## src/rtl/core/skb_pkg.sv

```systemverilog
// ----------------------------------------------------------------------------
// skb_pkg
// Shared types, constants and helpers for the k-skyband filter core.
// ----------------------------------------------------------------------------
package skb_pkg;

  localparam int MAX_BAND   = 16;
  localparam int COORD_BITS = 16;
  localparam int RANK_W     = 16;
  localparam int DEPTH_W    = 5;
  localparam int CLASS_W    = 2;
  // held count must reach MAX_BAND itself
  localparam int BAND_W     = $clog2(MAX_BAND + 1);
  localparam int IDX_W      = (MAX_BAND > 1) ? $clog2(MAX_BAND) : 1;

  localparam logic [CLASS_W-1:0] CLASS_DROP    = 2'd0;
  localparam logic [CLASS_W-1:0] CLASS_SKYLINE = 2'd1;
  localparam logic [CLASS_W-1:0] CLASS_BAND    = 2'd2;

  localparam logic [DEPTH_W-1:0] DEPTH_RESET = 5'd1;

  typedef struct packed {
    logic                  first_point;
    logic [COORD_BITS-1:0] x_coord;
    logic [COORD_BITS-1:0] y_coord;
  } skb_in_t;

  typedef struct packed {
    logic [CLASS_W-1:0]    point_class;
    logic [RANK_W-1:0]     skyband_rank;
    logic [COORD_BITS-1:0] out_x;
    logic [COORD_BITS-1:0] out_y;
  } skb_out_t;

  // controller -> datapath
  typedef struct packed {
    logic load;
    logic scan_step;
    logic commit;
  } skb_cmd_t;

  // datapath -> controller
  typedef struct packed {
    logic scan_done;
    logic out_free;
  } skb_sts_t;

  // zero acts as one, anything above MAX_BAND clamps
  function automatic logic [BAND_W-1:0] effective_depth(logic [DEPTH_W-1:0] d);
    logic [31:0] d32;
    d32 = 32'(d);
    if (d32 == 32'd0) begin
      return BAND_W'(1);
    end
    if (d32 > 32'(MAX_BAND)) begin
      return BAND_W'(MAX_BAND);
    end
    return BAND_W'(d32);
  endfunction

endpackage

```

## src/rtl/core/skb_ctrl.sv

```systemverilog
// ----------------------------------------------------------------------------
// skb_ctrl
// Sequencer: load a point, scan the held set for its minimum, then commit.
// ----------------------------------------------------------------------------
module skb_ctrl
  import skb_pkg::*;
(
  input  logic     clk,
  input  logic     rst_n,
  input  logic     in_valid,
  output logic     in_stall,
  input  skb_sts_t sts,
  output skb_cmd_t cmd
);

  localparam logic [1:0] ST_IDLE   = 2'd0;
  localparam logic [1:0] ST_SCAN   = 2'd1;
  localparam logic [1:0] ST_COMMIT = 2'd2;

  logic [1:0] state_r;
  logic [1:0] state_nxt;

  assign in_stall = (state_r != ST_IDLE);

  always_comb begin
    cmd           = '0;
    state_nxt     = state_r;
    unique case (state_r)
      ST_IDLE: begin
        if (in_valid) begin
          cmd.load  = 1'b1;
          state_nxt = ST_SCAN;
        end
      end
      ST_SCAN: begin
        if (sts.scan_done) begin
          state_nxt = ST_COMMIT;
        end else begin
          cmd.scan_step = 1'b1;
        end
      end
      ST_COMMIT: begin
        if (sts.out_free) begin
          cmd.commit = 1'b1;
          state_nxt  = ST_IDLE;
        end
      end
      default: begin
        state_nxt = ST_IDLE;
      end
    endcase
  end

  always_ff @(posedge clk) begin
    if (!rst_n) begin
      state_r <= ST_IDLE;
    end else begin
      state_r <= state_nxt;
    end
  end

endmodule

```

## src/rtl/core/skb_datapath.sv

```systemverilog
// ----------------------------------------------------------------------------
// skb_datapath
// Held largest-x set, running max and rank, minimum scan and output register.
// ----------------------------------------------------------------------------
module skb_datapath
  import skb_pkg::*;
(
  input  logic               clk,
  input  logic               rst_n,
  input  skb_cmd_t           cmd,
  output skb_sts_t           sts,
  input  skb_in_t            in_data,
  input  logic               cfg_wr,
  input  logic [DEPTH_W-1:0] cfg_data,
  output logic               out_valid,
  input  logic               out_stall,
  output skb_out_t           out_data
);

  logic [DEPTH_W-1:0]    depth_r;
  logic [COORD_BITS-1:0] set_r [MAX_BAND];
  logic [BAND_W-1:0]     held_r;
  logic [COORD_BITS-1:0] max_x_r;
  logic [RANK_W-1:0]     acc_r;

  skb_in_t               item_r;
  logic [BAND_W-1:0]     idx_r;
  logic [IDX_W-1:0]      best_idx_r;
  logic [COORD_BITS-1:0] best_val_r;

  logic                  out_valid_r;
  skb_out_t              out_data_r;

  logic [BAND_W-1:0]     k_eff;
  logic                  below_k;
  logic                  accept;
  logic                  skyline;
  logic [RANK_W-1:0]     acc_nxt;
  logic [IDX_W-1:0]      wr_idx;

  assign k_eff   = effective_depth(depth_r);
  assign below_k = (held_r < k_eff);
  assign accept  = below_k || (item_r.x_coord > best_val_r);
  assign skyline = (item_r.x_coord > max_x_r);
  assign acc_nxt = (acc_r == '1) ? acc_r : acc_r + RANK_W'(1);
  // fill the next free slot while growing, else overwrite the minimum
  assign wr_idx  = below_k ? held_r[IDX_W-1:0] : best_idx_r;

  assign sts.scan_done = (idx_r >= held_r);
  assign sts.out_free  = !out_valid_r || !out_stall;

  assign out_valid = out_valid_r;
  assign out_data  = out_data_r;

  // config register and control counters
  always_ff @(posedge clk) begin
    if (!rst_n) begin
      depth_r     <= DEPTH_RESET;
      held_r      <= '0;
      max_x_r     <= '0;
      acc_r       <= '0;
      out_valid_r <= 1'b0;
    end else begin
      if (cfg_wr) begin
        depth_r <= cfg_data;
      end
      if (cmd.load && in_data.first_point) begin
        held_r  <= '0;
        max_x_r <= '0;
        acc_r   <= '0;
      end else if (cmd.commit && accept) begin
        acc_r <= acc_nxt;
        if (skyline) begin
          max_x_r <= item_r.x_coord;
        end
        if (below_k) begin
          held_r <= held_r + BAND_W'(1);
        end
      end
      if (cmd.commit) begin
        out_valid_r <= 1'b1;
      end else if (!out_stall) begin
        out_valid_r <= 1'b0;
      end
    end
  end

  // payload: item, scan, held set, result
  always_ff @(posedge clk) begin
    if (cmd.load) begin
      item_r <= in_data;
      idx_r  <= '0;
    end
    if (cmd.scan_step) begin
      // strict compare keeps the lowest index on ties
      if ((idx_r == '0) || (set_r[idx_r[IDX_W-1:0]] < best_val_r)) begin
        best_val_r <= set_r[idx_r[IDX_W-1:0]];
        best_idx_r <= idx_r[IDX_W-1:0];
      end
      idx_r <= idx_r + BAND_W'(1);
    end
    if (cmd.commit) begin
      if (accept) begin
        set_r[wr_idx] <= item_r.x_coord;
      end
      out_data_r.point_class  <= !accept ? CLASS_DROP :
                                 (skyline ? CLASS_SKYLINE : CLASS_BAND);
      out_data_r.skyband_rank <= accept ? acc_nxt : '0;
      out_data_r.out_x        <= item_r.x_coord;
      out_data_r.out_y        <= item_r.y_coord;
    end
  end

  a_held_bound: assert property (@(posedge clk) disable iff (!rst_n)
    held_r <= BAND_W'(MAX_BAND))
    else $error("held count above MAX_BAND");

  a_scan_in_range: assert property (@(posedge clk) disable iff (!rst_n)
    cmd.scan_step |-> (idx_r < held_r))
    else $error("scan past held entries");

  a_commit_shows: assert property (@(posedge clk) disable iff (!rst_n)
    cmd.commit |=> out_valid_r)
    else $error("commit did not raise out_valid");

  a_rank_nonzero: assert property (@(posedge clk) disable iff (!rst_n)
    (cmd.commit && accept) |=> (out_data_r.skyband_rank != '0))
    else $error("accepted point with zero rank");

endmodule

```

## src/rtl/core/k_skyband_filter_core.sv

```systemverilog
// ----------------------------------------------------------------------------
// k_skyband_filter_core
// Streaming 2-D k-skyband classifier for points sorted by y descending.
// ----------------------------------------------------------------------------
// Usage:
//   in_*   : one point per beat (first_point, x_coord, y_coord). first_point
//            clears the held set, running max x and rank before the point.
//   out_*  : one result beat per point: class (dropped / skyline / band),
//            saturating rank of accepted points, x and y passed through.
//   cfg_*  : band depth k, 5 bits; 0 acts as 1, above MAX_BAND clamps.
//            cfg_ready is always high; write only while the core is idle.
// Sequence:
//   After a point is accepted, the held entries are scanned one by one for
//   the minimum, the scan settles, the commit state writes the set and the
//   result register, and idle takes the next beat. in_stall stays high
//   until the core is back in idle.
// Reset (rst_n, synchronous): empty set, rank and max x zero, k = 1.
// Back pressure: the result sits in an output register; while it is stalled
//   the next commit waits and in_stall stays high, nothing is lost.
// ----------------------------------------------------------------------------
module k_skyband_filter_core
  import skb_pkg::*;
(
  input  logic               clk,
  input  logic               rst_n,
  // point input
  input  logic               in_valid,
  output logic               in_stall,
  input  skb_in_t            in_data,
  // result output
  output logic               out_valid,
  input  logic               out_stall,
  output skb_out_t           out_data,
  // band depth register
  input  logic               cfg_valid,
  output logic               cfg_ready,
  input  logic [DEPTH_W-1:0] cfg_data
);

  skb_cmd_t cmd;
  skb_sts_t sts;
  logic     cfg_wr;

  // register takes a write any cycle
  assign cfg_ready = 1'b1;
  assign cfg_wr    = cfg_valid && cfg_ready;

  skb_ctrl u_ctrl (
    .clk      (clk),
    .rst_n    (rst_n),
    .in_valid (in_valid),
    .in_stall (in_stall),
    .sts      (sts),
    .cmd      (cmd)
  );

  skb_datapath u_dp (
    .clk       (clk),
    .rst_n     (rst_n),
    .cmd       (cmd),
    .sts       (sts),
    .in_data   (in_data),
    .cfg_wr    (cfg_wr),
    .cfg_data  (cfg_data),
    .out_valid (out_valid),
    .out_stall (out_stall),
    .out_data  (out_data)
  );

endmodule

```

## config.mk

```make
export PLATFORM = sky130hd
export DESIGN_NAME = k_skyband_filter_core
export DESIGN_NICKNAME = d
export VERILOG_FILES = /design/src/rtl/core/skb_pkg.sv /design/src/rtl/core/skb_ctrl.sv /design/src/rtl/core/skb_datapath.sv /design/src/rtl/core/k_skyband_filter_core.sv
export SDC_FILE = /design/constraint.sdc
export NUM_CORES = 1
export LEC_CHECK = 0
export BUFFER_PORTS_ARGS = -buffer_cell sky130_fd_sc_hd__buf_2
export CORE_MARGIN = 2
export CORE_UTILIZATION = 40
export DETAILED_ROUTE_END_ITERATION = 10
export PLACE_DENSITY = 0.69
export SYNTH_ARGS = -nofsm -noshare
export SYNTH_HDL_FRONTEND = slang
export SYNTH_SLANG_ARGS = --single-unit
export TNS_END_PERCENT = 1
```

## constraint.sdc

```tcl
create_clock -name clk -period 4.8 [get_ports clk]
set_input_delay 0.24 -clock clk [delete_from_list [all_inputs] [get_ports clk]]
set_output_delay 0.24 -clock clk [all_outputs]
set_load 0.02 [all_outputs]
```

==> flow_summary.yaml, run 1 <==
finish:
  final_common_cell: "edfxtp_1"
  nets: 1276
  n_antenna_cell: 0
  fin_cells: 1743
  layout_common_cells: "363 x edfxtp_1, 94 x buf_2, 80 x mux4_2"
  areaGrowthSynthToFinish_pct: 18.3
  drive_gt1_share_pct: 25.1
  final_area_um2: 19900
setup_path:
  path_buf_inv: 2
  rr_worst_depth: 10
  crit_path_max_fanout: 30
  crit_path_top_delay_cell: "dfxtp_4"
  critPathTopFamily: "multiplexers"
  worstPathCellList: "buf_12 -> mux4_2 -> mux4_2 -> ha_1 -> a21o_1 -> a21o_1 -> a211oi_1 -> nor2_1 -> a2111oi_4 -> buf_4"
  crit_arrival_ns: 4.26
  cp_data_required_time_ns: 5.04
  crit_type: "reg2reg"
  crit_path_end_kind: "register"
  crit_cells: 10
  max_stage_delay_ns: 0.60
  startpoint_type: "register"
global_route:
  grt_usage_pct: 17.5
  grt_pass1_wl_um: 57600
  grt_max_degree: 52
  grt_pass1_vias: 9590
  grt-ovfl-total: 0
  antenna_found_initial: 0
timing:
  fin_crit_sh_pct: 83.8
  fmax_mhz: 249
  finalHoldViolCount: 0
  finClkSkew_ns: 0.0204
  layout_setup_ws_ns: 0.780
  final.setup.tns_ns: 0
  max_slew_margin_pct: 24.2
  worst_slew_pin_slew_ns: 1.13
  rsz0062_at_grt: "false"
  setup_violations: 0
  slew_violations: 0
  post-route-min-period_ns: 4.02
detailed_routing:
  drtAntennaViolNets: 0
  first_iter_violations: 960
  dr.pass1.iters: 5
  drc: 0
  dr_total_vias: 9360
  wl_per_cell_um: 21.5
  post_drt_via_cell_ratio: 5.37
  wl_um: 37500
floorplanning:
  pin_count: 96
  row_count: 75
  die_h_um: 209
  start_util_pct: 40.3
  core_area_um2: 41800
  die_area_um2: 43700
  die_w_um: 209
yosys:
  synth.area.top_cells: "edfxtp_1 65%, mux4_2 11%, dfxtp_1 5.8%"
  synth_compound_area_share_pct: 4.80
  yosys.area_share.simple_pct: 5.70
  yosysSeqAreaShare_pct: 70.6
  netlist_instances: 985
  synth-edff-count: 363
  synth_top_family_by_area: "multiplexers"
  synth_xor_area_share_pct: 1.25
  yosys.area_share.adder_pct: 4.46
  yosysWarnings: 0
  synthMuxAreaShare_pct: 11.1
  synthArstFlopShare_pct: 0
  synth-seq-cells: 412
  synth_top_cell_area_share_pct: 64.8
  syn_area_per_cell_um2: 17.1
  netlist_area_um2: 16800
  yosys.area.top_type: "edfxtp_1"
  ys.flop_type: "edfxtp_1"
  ys_types: 52
  synthesis.nets: 1088
placement:
  place_congestion: 0.809
  dp_hpwl_um: 23700
  placedCellCount: 1631
  dpl_cell_area_um2: 18300
  dp_slack_ns: 0.723
  io_buffer_count: 94
power:
  switching_share_pct: 22.9
  combinationalPowerShare_pct: 10.3
  internal-power_uw: 6130
  p_sw_uw: 1820
  p_total_uw: 7950
  peakVddDrop_mv: 0.285
  clkPwrFrac_pct: 38.3
  p_leak_uw: 0.00682
  p_seq_share_pct: 51.4
  p_per_area_nw_per_um2: 399
run_status:
  status: "finished, final reports clean"
cts:
  clk_latency_ns: 0.55
  cts_tree: "yes"
  cts_hold_buf: 39
  cts-buffers-inserted: 40
  cts_htree_levels: 2
  clock-sinks: 412
  postCtsSetupRepairBufs: 0
  clk_pin_slew_worst_paths_ns: 0.06
  cts_root_buffer: "clkbuf_16"
  clock_path_buffers: 3
  ctsResizeCount: 0
hold_path:
  holdCritPathClass: "in2reg"
  whs_path_depth: 2
run:
  cap_violations: 0
[layer usage]
| layer | track usage, % | share of wire, % | routed length [µm] |
|---|---|---|---|
| met4 | 4.73 | 2.1 | 776 |
| met5 | 0 | 0 | 0 |
| met2 | 29.3 | 50 | 18600 |
| met3 | 3.11 | 6.1 | 2280 |
| met1 | 23.6 | 42 | 15900 |
[final cells by class]
class	count	area [µm²]
clock buffers	50	1070
clock inverters	23	191
fillers	3475	21800
inverters	50	188
multi-input cells	487	4650
flip-flops and latches	412	11900
well taps	539	674
repair buffers	182	1250
[stage by stage]
stage	hold slack (ns)	util (%)
floorplan	0.339	-
global placement	0.401	43.7
detailed placement	0.405	43.7
CTS	0.0310	47.7
global route	0.0465	47.7
finish	0.0525	47.7
[logic make-up (layout without fill, tap and decap cells)]
logic type | count (synthesis) | after routing
buf+inv | 86 | 305
other cells | 1 | 1
compound gates | 125 | 125
xor+xnor | 24 | 24
fa+ha+maj | 60 | 60
flops | 412 | 412
mux | 87 | 87
simple gates | 190 | 190
[synthesized netlist by cell type (all sizes together), types with 2 or more instances]
library cell and number:
edfxtp 363, mux4 80, ha 60, nor2 57, inv 50, dfxtp 49, a21oi 36, nand2 35
o21ai 28, nand3 23, clkbuf 22, nand2b 17, a21o 15, buf 14, xnor2 13, nand4 12
xor2 11, a31oi 10, nor3 10, nor2b 9, a211oi 7, a21boi 6, mux2i 6, nor3b 5
o211ai 5, and3 4, nor4 4, o31ai 4, and2 3, o221a 3, or4 3, a211o 2
a311oi 2, and4 2, nand4b 2, nor4b 2
[path summary, 6_finish.rpt]
check,slack [ns],to,from
worst max-delay path,0.78,u_dp.best_idx_r[0],register
worst min-delay path,0.05,u_ctrl.state_r[1],rst_n
worst max register to register,0.78,u_dp.best_idx_r[0],register
worst min register to register,0.42,u_dp.out_data[9],u_dp.item_r[9]
[power by group through the flow]
stage                     Sequential, µW  Combinational [µW]  Clock, µW
after detailed placement            4160                 796          0
after CTS                           4080                 826       3100
after global placement              4160                 779          0
after global routing                4090                 893       3240
after floorplan                     4160                 524          0
final                               4080                 819       3050
[state kept, by name, indices dropped and copies added (netlist names), 2 cells and up, named ones only]
signal           cells
u_dp.item_r         32
u_dp.max_x_r        16
u_dp.best_idx_r      4
u_dp.out_data       50
u_dp.best_val_r     16
u_ctrl.state_r       2
u_dp.held_r          5
u_dp.idx_r           5
u_dp.acc_r          16
u_dp.depth_r         5
u_dp.set_r         256
Note: power is estimated with default switching activity, not from simulation.
==> inputs of run 2 (changes only) <==
--- a/config.mk
+++ b/config.mk
@@ -9,7 +9,7 @@
 export CORE_MARGIN = 2
 export CORE_UTILIZATION = 40
 export DETAILED_ROUTE_END_ITERATION = 10
-export PLACE_DENSITY = 0.69
+export PLACE_DENSITY = 0.67
 export SYNTH_ARGS = -nofsm -noshare
 export SYNTH_HDL_FRONTEND = slang
 export SYNTH_SLANG_ARGS = --single-unit
==> constraint.sdc (replaced) <==
create_clock -name clk -period 4 [get_ports clk]
set_input_delay 0.2 -clock clk [delete_from_list [all_inputs] [get_ports clk]]
set_output_delay 0.2 -clock clk [all_outputs]
set_load 0.02 [all_outputs]
==> run 2 against run 1 <==
  * Power grew 18%
  * Combinational power grew 25%
  * Largest power group unchanged
  * Clock-buffer cell count is the same
==> flow_summary.yaml, run 2 (synthesized netlist as in run 1, its figures left out) <==
placement:
  io_buffer_count: 94
  place_congestion: 0.842
  placedCellCount: 1640
  dp_hpwl_um: 24000
global_route:
  grt_max_degree: 51
  grt_pass1_vias: 9767
  antenna_found_initial: 1
  grt_pass1_wl_um: 59000
  grt-ovfl-total: 0
  grt_usage_pct: 18.0
floorplanning:
  die_h_um: 209
  start_util_pct: 40.3
  row_count: 75
  core_area_um2: 41800
  pin_count: 96
  die_area_um2: 43700
  die_w_um: 209
setup_path:
  crit_type: "reg2reg"
  crit_path_max_fanout: 27
  r2r-end: "u_dp.best_val_r[9]"
  rr_worst_depth: 10
  setup.reg_to_reg.worst_slack_ns: 0.29
  cp_data_required_time_ns: 4.24
  startpoint_type: "register"
  crit_arrival_ns: 3.95
  crit_path_end_kind: "register"
power:
  switching_share_pct: 23.7
  p_sw_uw: 2220
  p_per_area_nw_per_um2: 468
  combinationalPowerShare_pct: 10.9
  clkPwrFrac_pct: 36.9
  p_seq_share_pct: 52.2
  internal-power_uw: 7140
  peakVddDrop_mv: 0.393
  p_leak_uw: 0.00686
timing:
  rsz0062_at_grt: "false"
  finClkSkew_ns: 0.0123
  worst_slew_pin_slew_ns: 0.940
  max_slew_margin_pct: 36.4
  slew_violations: 0
  hold-worst-slack_ns: 0.0911
  post-route-min-period_ns: 3.71
  finalHoldViolCount: 0
  fmax_mhz: 270
  final.setup.tns_ns: 0
  setup_violations: 0
  fin_crit_sh_pct: 92.7
finish:
  drive_gt1_share_pct: 25.2
  layout_common_cells: "363 x edfxtp_1, 94 x buf_2, 80 x mux4_2"
  num-fill-cells: 3461
  fin_cells: 1758
  final_common_cell: "edfxtp_1"
  top_register: "u_dp.set_r"
  largest_reg_flops: 256
  nets: 1291
  n_antenna_cell: 0
  final_util_pct: 47.9
  areaGrowthSynthToFinish_pct: 18.9
cts:
  cts-buffers-inserted: 40
  clock-sinks: 412
  clock_path_buffers: 3
  cts_htree_levels: 2
  clk_latency_ns: 0.55
  cts_tree: "yes"
  postCtsSetupRepairBufs: 0
  clk_pin_slew_worst_paths_ns: 0.06
  cts_root_buffer: "clkbuf_16"
detailed_routing:
  drtAntennaViolNets: 0
  wl_um: 38400
  dr.pass1.iters: 5
  wl_per_cell_um: 21.9
  dr_total_vias: 9522
  drc: 0
  post_drt_via_cell_ratio: 5.42
  first_iter_violations: 903
hold_path:
  holdPathEnd: "u_dp.depth_r[2]"
  holdCritPathClass: "in2reg"
  whs_path_depth: 3
  worstHoldStart: "cfg_valid"
run:
  cap_violations: 0
run_status:
  status: "finished, final reports clean"
-- run 2: changes by cell type in the layout (fill, tap and decap cells not counted), moves of 2 or more --
cell,change
nor2_2,-3
clkinvlp_4,+2
buf_4,+5
nor2_1,+3
clkbuf_1,+2
buf_12,+3
dlygate4sd3_1,+6
bufinv_16,-3
-- run 2: worst max path at each step --
| stage | start | to | slack, ns |
|---|---|---|---|
| 2_1_floorplan | register | u_dp.best_idx_r[0] | 0.005 |
| 3_3_place_gp | register | u_dp.best_val_r[8] | 0.31 |
| 5_1_grt | register | u_dp.best_val_r[15] | 0.12 |
| 4_1_cts | register | u_dp.best_val_r[15] | 0.21 |
| 6_report | register | u_dp.best_val_r[9] | 0.29 |
| 3_5_place_dp | register | u_dp.best_val_r[9] | 0.22 |
-- run 2: worst max-delay path, cell delays in order (launching register included) --
cell and delay (ns):
dfxtp_4 0.48, buf_12 0.28, mux4_2 0.55, mux4_2 0.51, ha_1 0.34, a21o_1 0.18, a21o_1 0.17, a211oi_1 0.24
nor2_1 0.10, a2111oi_4 0.26, buf_4 0.26
-- run 2: layer usage --
metal | up-vias | share of wire (%) | track usage [%]
li1 | 4279 | - | -
met1 | 4886 | 42 | 23.6
met2 | 299 | 50 | 31.1
met3 | 58 | 5.4 | 3.05
met4 | 0 | 1.9 | 4.63
met5 | - | 0 | 0
-- run 2: final cells by class --
type,instances,area (µm²),area share [%]
Clock buffer,50,1040,5.19
Clock inverter,23,145,0.726
Inverter,50,188,0.939
Multi-Input combinational cell,487,4640,23.2
Sequential cell,412,11900,59.4
Tap cell,539,674,3.37
Timing Repair Buffer,197,1420,7.11
-- run 2: stage by stage --
step	total power [µW]	setup WS (ns)	area, µm²
finish	9360	0.293	20000
global route	9690	0.117	20000
CTS	9440	0.208	20000
detailed placement	5970	0.218	18400
global placement	5940	0.308	18400
floorplan	5620	0.00545	16900
-- run 2: power by group through the flow --
| stage | combinational (µW) | sequential (µW) | clock [µW] |
|---|---|---|---|
| after floorplan | 634 | 4990 | 0 |
| after global placement | 965 | 4980 | 0 |
| after detailed placement | 985 | 4980 | 0 |
| after CTS | 1030 | 4890 | 3520 |
| after global routing | 1110 | 4900 | 3680 |
| final | 1020 | 4890 | 3450 |
-- run 2: timing repair --
item,in CTS,in global routing
hold buffers,45,0
endpoints found under the setup margin,0,20
gates resized for setup,0,2
endpoints found under the hold margin,40,0
==> inputs of run 3 (changes only) <==
--- a/config.mk
+++ b/config.mk
@@ -7,9 +7,9 @@
 export LEC_CHECK = 0
 export BUFFER_PORTS_ARGS = -buffer_cell sky130_fd_sc_hd__buf_2
 export CORE_MARGIN = 2
-export CORE_UTILIZATION = 40
+export CORE_UTILIZATION = 57
 export DETAILED_ROUTE_END_ITERATION = 10
-export PLACE_DENSITY = 0.67
+export PLACE_DENSITY = 0.86
 export SYNTH_ARGS = -nofsm -noshare
 export SYNTH_HDL_FRONTEND = slang
 export SYNTH_SLANG_ARGS = --single-unit
==> run 3 against run 2 <==
  * The flow now finishes with violations (setup timing)
  * Design area is 0.34% higher
  * Combinational power increased by 19%
  * Core utilization up 22 points
  * Worst setup slack got worse by 0.29 ns
  * Clock-buffer cell count shrank 1
  * Largest cell class unchanged
==> flow_summary.yaml, run 3 (synthesized netlist as in run 1, its figures left out) <==
run_status:
  status: "finished, violations left"
  violations: "setup timing"
setup_path:
  startpoint: "u_dp.item_r[16]"
  crit_arrival_ns: 4.44
  startpoint_type: "register"
  setup.reg_to_reg.worst_slack_ns: -0.0004
  critPathCapture: "u_dp.acc_r[11]"
  crit_path_max_fanout: 28
  rr_worst_depth: 10
  crit_type: "reg2reg"
  crit_path_top_delay_cell: "edfxtp_1"
  cp_data_required_time_ns: 4.44
  r2r-start: "u_dp.item_r[16]"
  worst_path_most_repeated_cell: "a21oi_1"
  max_stage_delay_ns: 0.92
  worstPathCellList: "inv_1 -> ha_1 -> nand2b_1 -> a21oi_1 -> o31ai_1 -> a211oi_2 -> nor2_1 -> buf_4 -> or4_1 -> a21oi_1"
  crit_path_end_kind: "register"
  r2r-end: "u_dp.acc_r[11]"
floorplanning:
  die_h_um: 176
  row_count: 62
  start_util_pct: 58.3
  die_w_um: 176
  pin_count: 96
  die_area_um2: 30900
  core_area_um2: 28900
detailed_routing:
  post_drt_via_cell_ratio: 7.12
  dr_total_vias: 11400
  wl_um: 52900
  first_iter_violations: 1832
  dr.pass1.iters: 6
  drc: 0
  drtAntennaViolNets: 0
  wl_per_cell_um: 33.1
run:
  cap_violations: 0
placement:
  dp_hpwl_um: 25400
  placedCellCount: 1479
  place_congestion: 0.897
  io_buffer_count: 94
timing:
  slew_violations: 0
  fin_crit_sh_pct: 100
  max_slew_margin_pct: 37.5
  final.setup.tns_ns: -0.000371
  finalHoldViolCount: 0
  worst_slew_pin_slew_ns: 0.935
  fmax_mhz: 250
  layout_setup_ws_ns: -0.000371
  finClkSkew_ns: 0.0444
  post-route-min-period_ns: 4.00
  setup_violations: 1
power:
  p_total_uw: 10200
  peakVddDrop_mv: 0.430
  p_leak_uw: 0.00697
  p_per_area_nw_per_um2: 507
finish:
  layout_common_cells: "363 x edfxtp_1, 94 x buf_2, 80 x mux4_2"
  num-fill-cells: 1601
  areaGrowthSynthToFinish_pct: 19.3
  top_register: "u_dp.set_r"
  fin_cells: 1597
  final_util_pct: 69.5
  final_common_cell: "edfxtp_1"
  drive_gt1_share_pct: 26.0
  n_antenna_cell: 0
  nets: 1285
  largest_reg_flops: 256
hold_path:
  worstHoldStart: "rst_n"
  holdCritPathClass: "in2reg"
cts:
  clock_path_buffers: 3
  cts-buffers-inserted: 39
  cts_htree_levels: 2
  clk_latency_ns: 0.56
  cts_tree: "yes"
  cts_root_buffer: "clkbuf_16"
  clk_pin_slew_worst_paths_ns: 0.07
  clock-sinks: 412
global_route:
  grt_pass1_wl_um: 75700
  grt_max_degree: 36
  grt-ovfl-total: 0
  grt_pass1_vias: 11600
  antenna_found_initial: 1
  grt_usage_pct: 34.0
[run 3: cell types whose count changed in the layout (fill, tap and decap cells not counted), sizes merged]
cell,previous run,this run
bufinv,0,7
clkinv,18,15
clkinvlp,2,0
inv,53,51
dlygate4sd3,45,39
[run 3: layout make-up]
cell class                      instances  area [µm²]  share of cell area [%]
Clock buffer                           49        1060                    5.31
Clock inverter                         23         305                    1.52
Inverter                               50         188                   0.935
Multi-Input combinational cell        487        4660                    23.2
Sequential cell                       412       11900                    59.2
Tap cell                              384         480                    2.39
Timing Repair Buffer                  192        1480                    7.36
[run 3: per-stage QoR]
| step | cell area (µm²) | hold WS [ns] | setup WS (ns) |
|---|---|---|---|
| floorplan | 16900 | 0.299 | 0.00545 |
| global placement | 18200 | 0.376 | 0.176 |
| detailed placement | 18200 | 0.378 | 0.0452 |
| CTS | 20000 | 0.00767 | 0.145 |
| global route | 20100 | 0.0285 | -0.0597 |
| finish | 20100 | 0.0206 | -0.000371 |
[run 3: worst min-delay path by stage]
stage / end / slack, ns / cells past startpoint
final: u_ctrl.state_r[1] / 0.02 / 2
after global routing: u_ctrl.state_r[1] / 0.03 / 2
after CTS: u_dp.depth_r[1] / 0.008 / 2
after detailed placement: u_dp.item_r[10] / 0.38 / 1
after global placement: u_dp.item_r[16] / 0.38 / 1
after floorplan: u_dp.item_r[0] / 0.30 / 0
[run 3: power by group]
group | leakage [µW] | internal, µW | switching (µW) | total [µW]
clock network | 0.000680 | 2360 | 1710 | 4070
registers | 0.00368 | 4810 | 96.8 | 4910
logic | 0.00261 | 494 | 711 | 1210
total | 0.00697 | 7660 | 2520 | 10200
[run 3: timing repair]
item,in CTS,in global routing
hold buffers,39,0
gates cloned,0,2
gates resized for setup,2,9
buffers inserted,2,3
endpoints found under the setup margin,20,20
pin swaps,0,1
hold endpoints to repair,38,0
[run 3: critical path, delay by kind of cell, from the launching register on]
| kind | cells | cell delay, ns |
|---|---|---|
| compound gates | 4 | 1.19 |
| simple gates | 3 | 0.94 |
| fa+ha+maj | 1 | 0.28 |
| buf+inv | 2 | 0.55 |
| flops | 1 | 0.92 |
[run 3: layer usage]
metal / routed length [µm] / global-route usage, % / up-vias
met2: 25200 / 56.6 / 1244
met3: 7330 / 9.59 / 337
met4: 3970 / 18.5 / 0
met5: 0 / 0 / -
li1: - / - / 4269
met1: 16400 / 40.5 / 5517
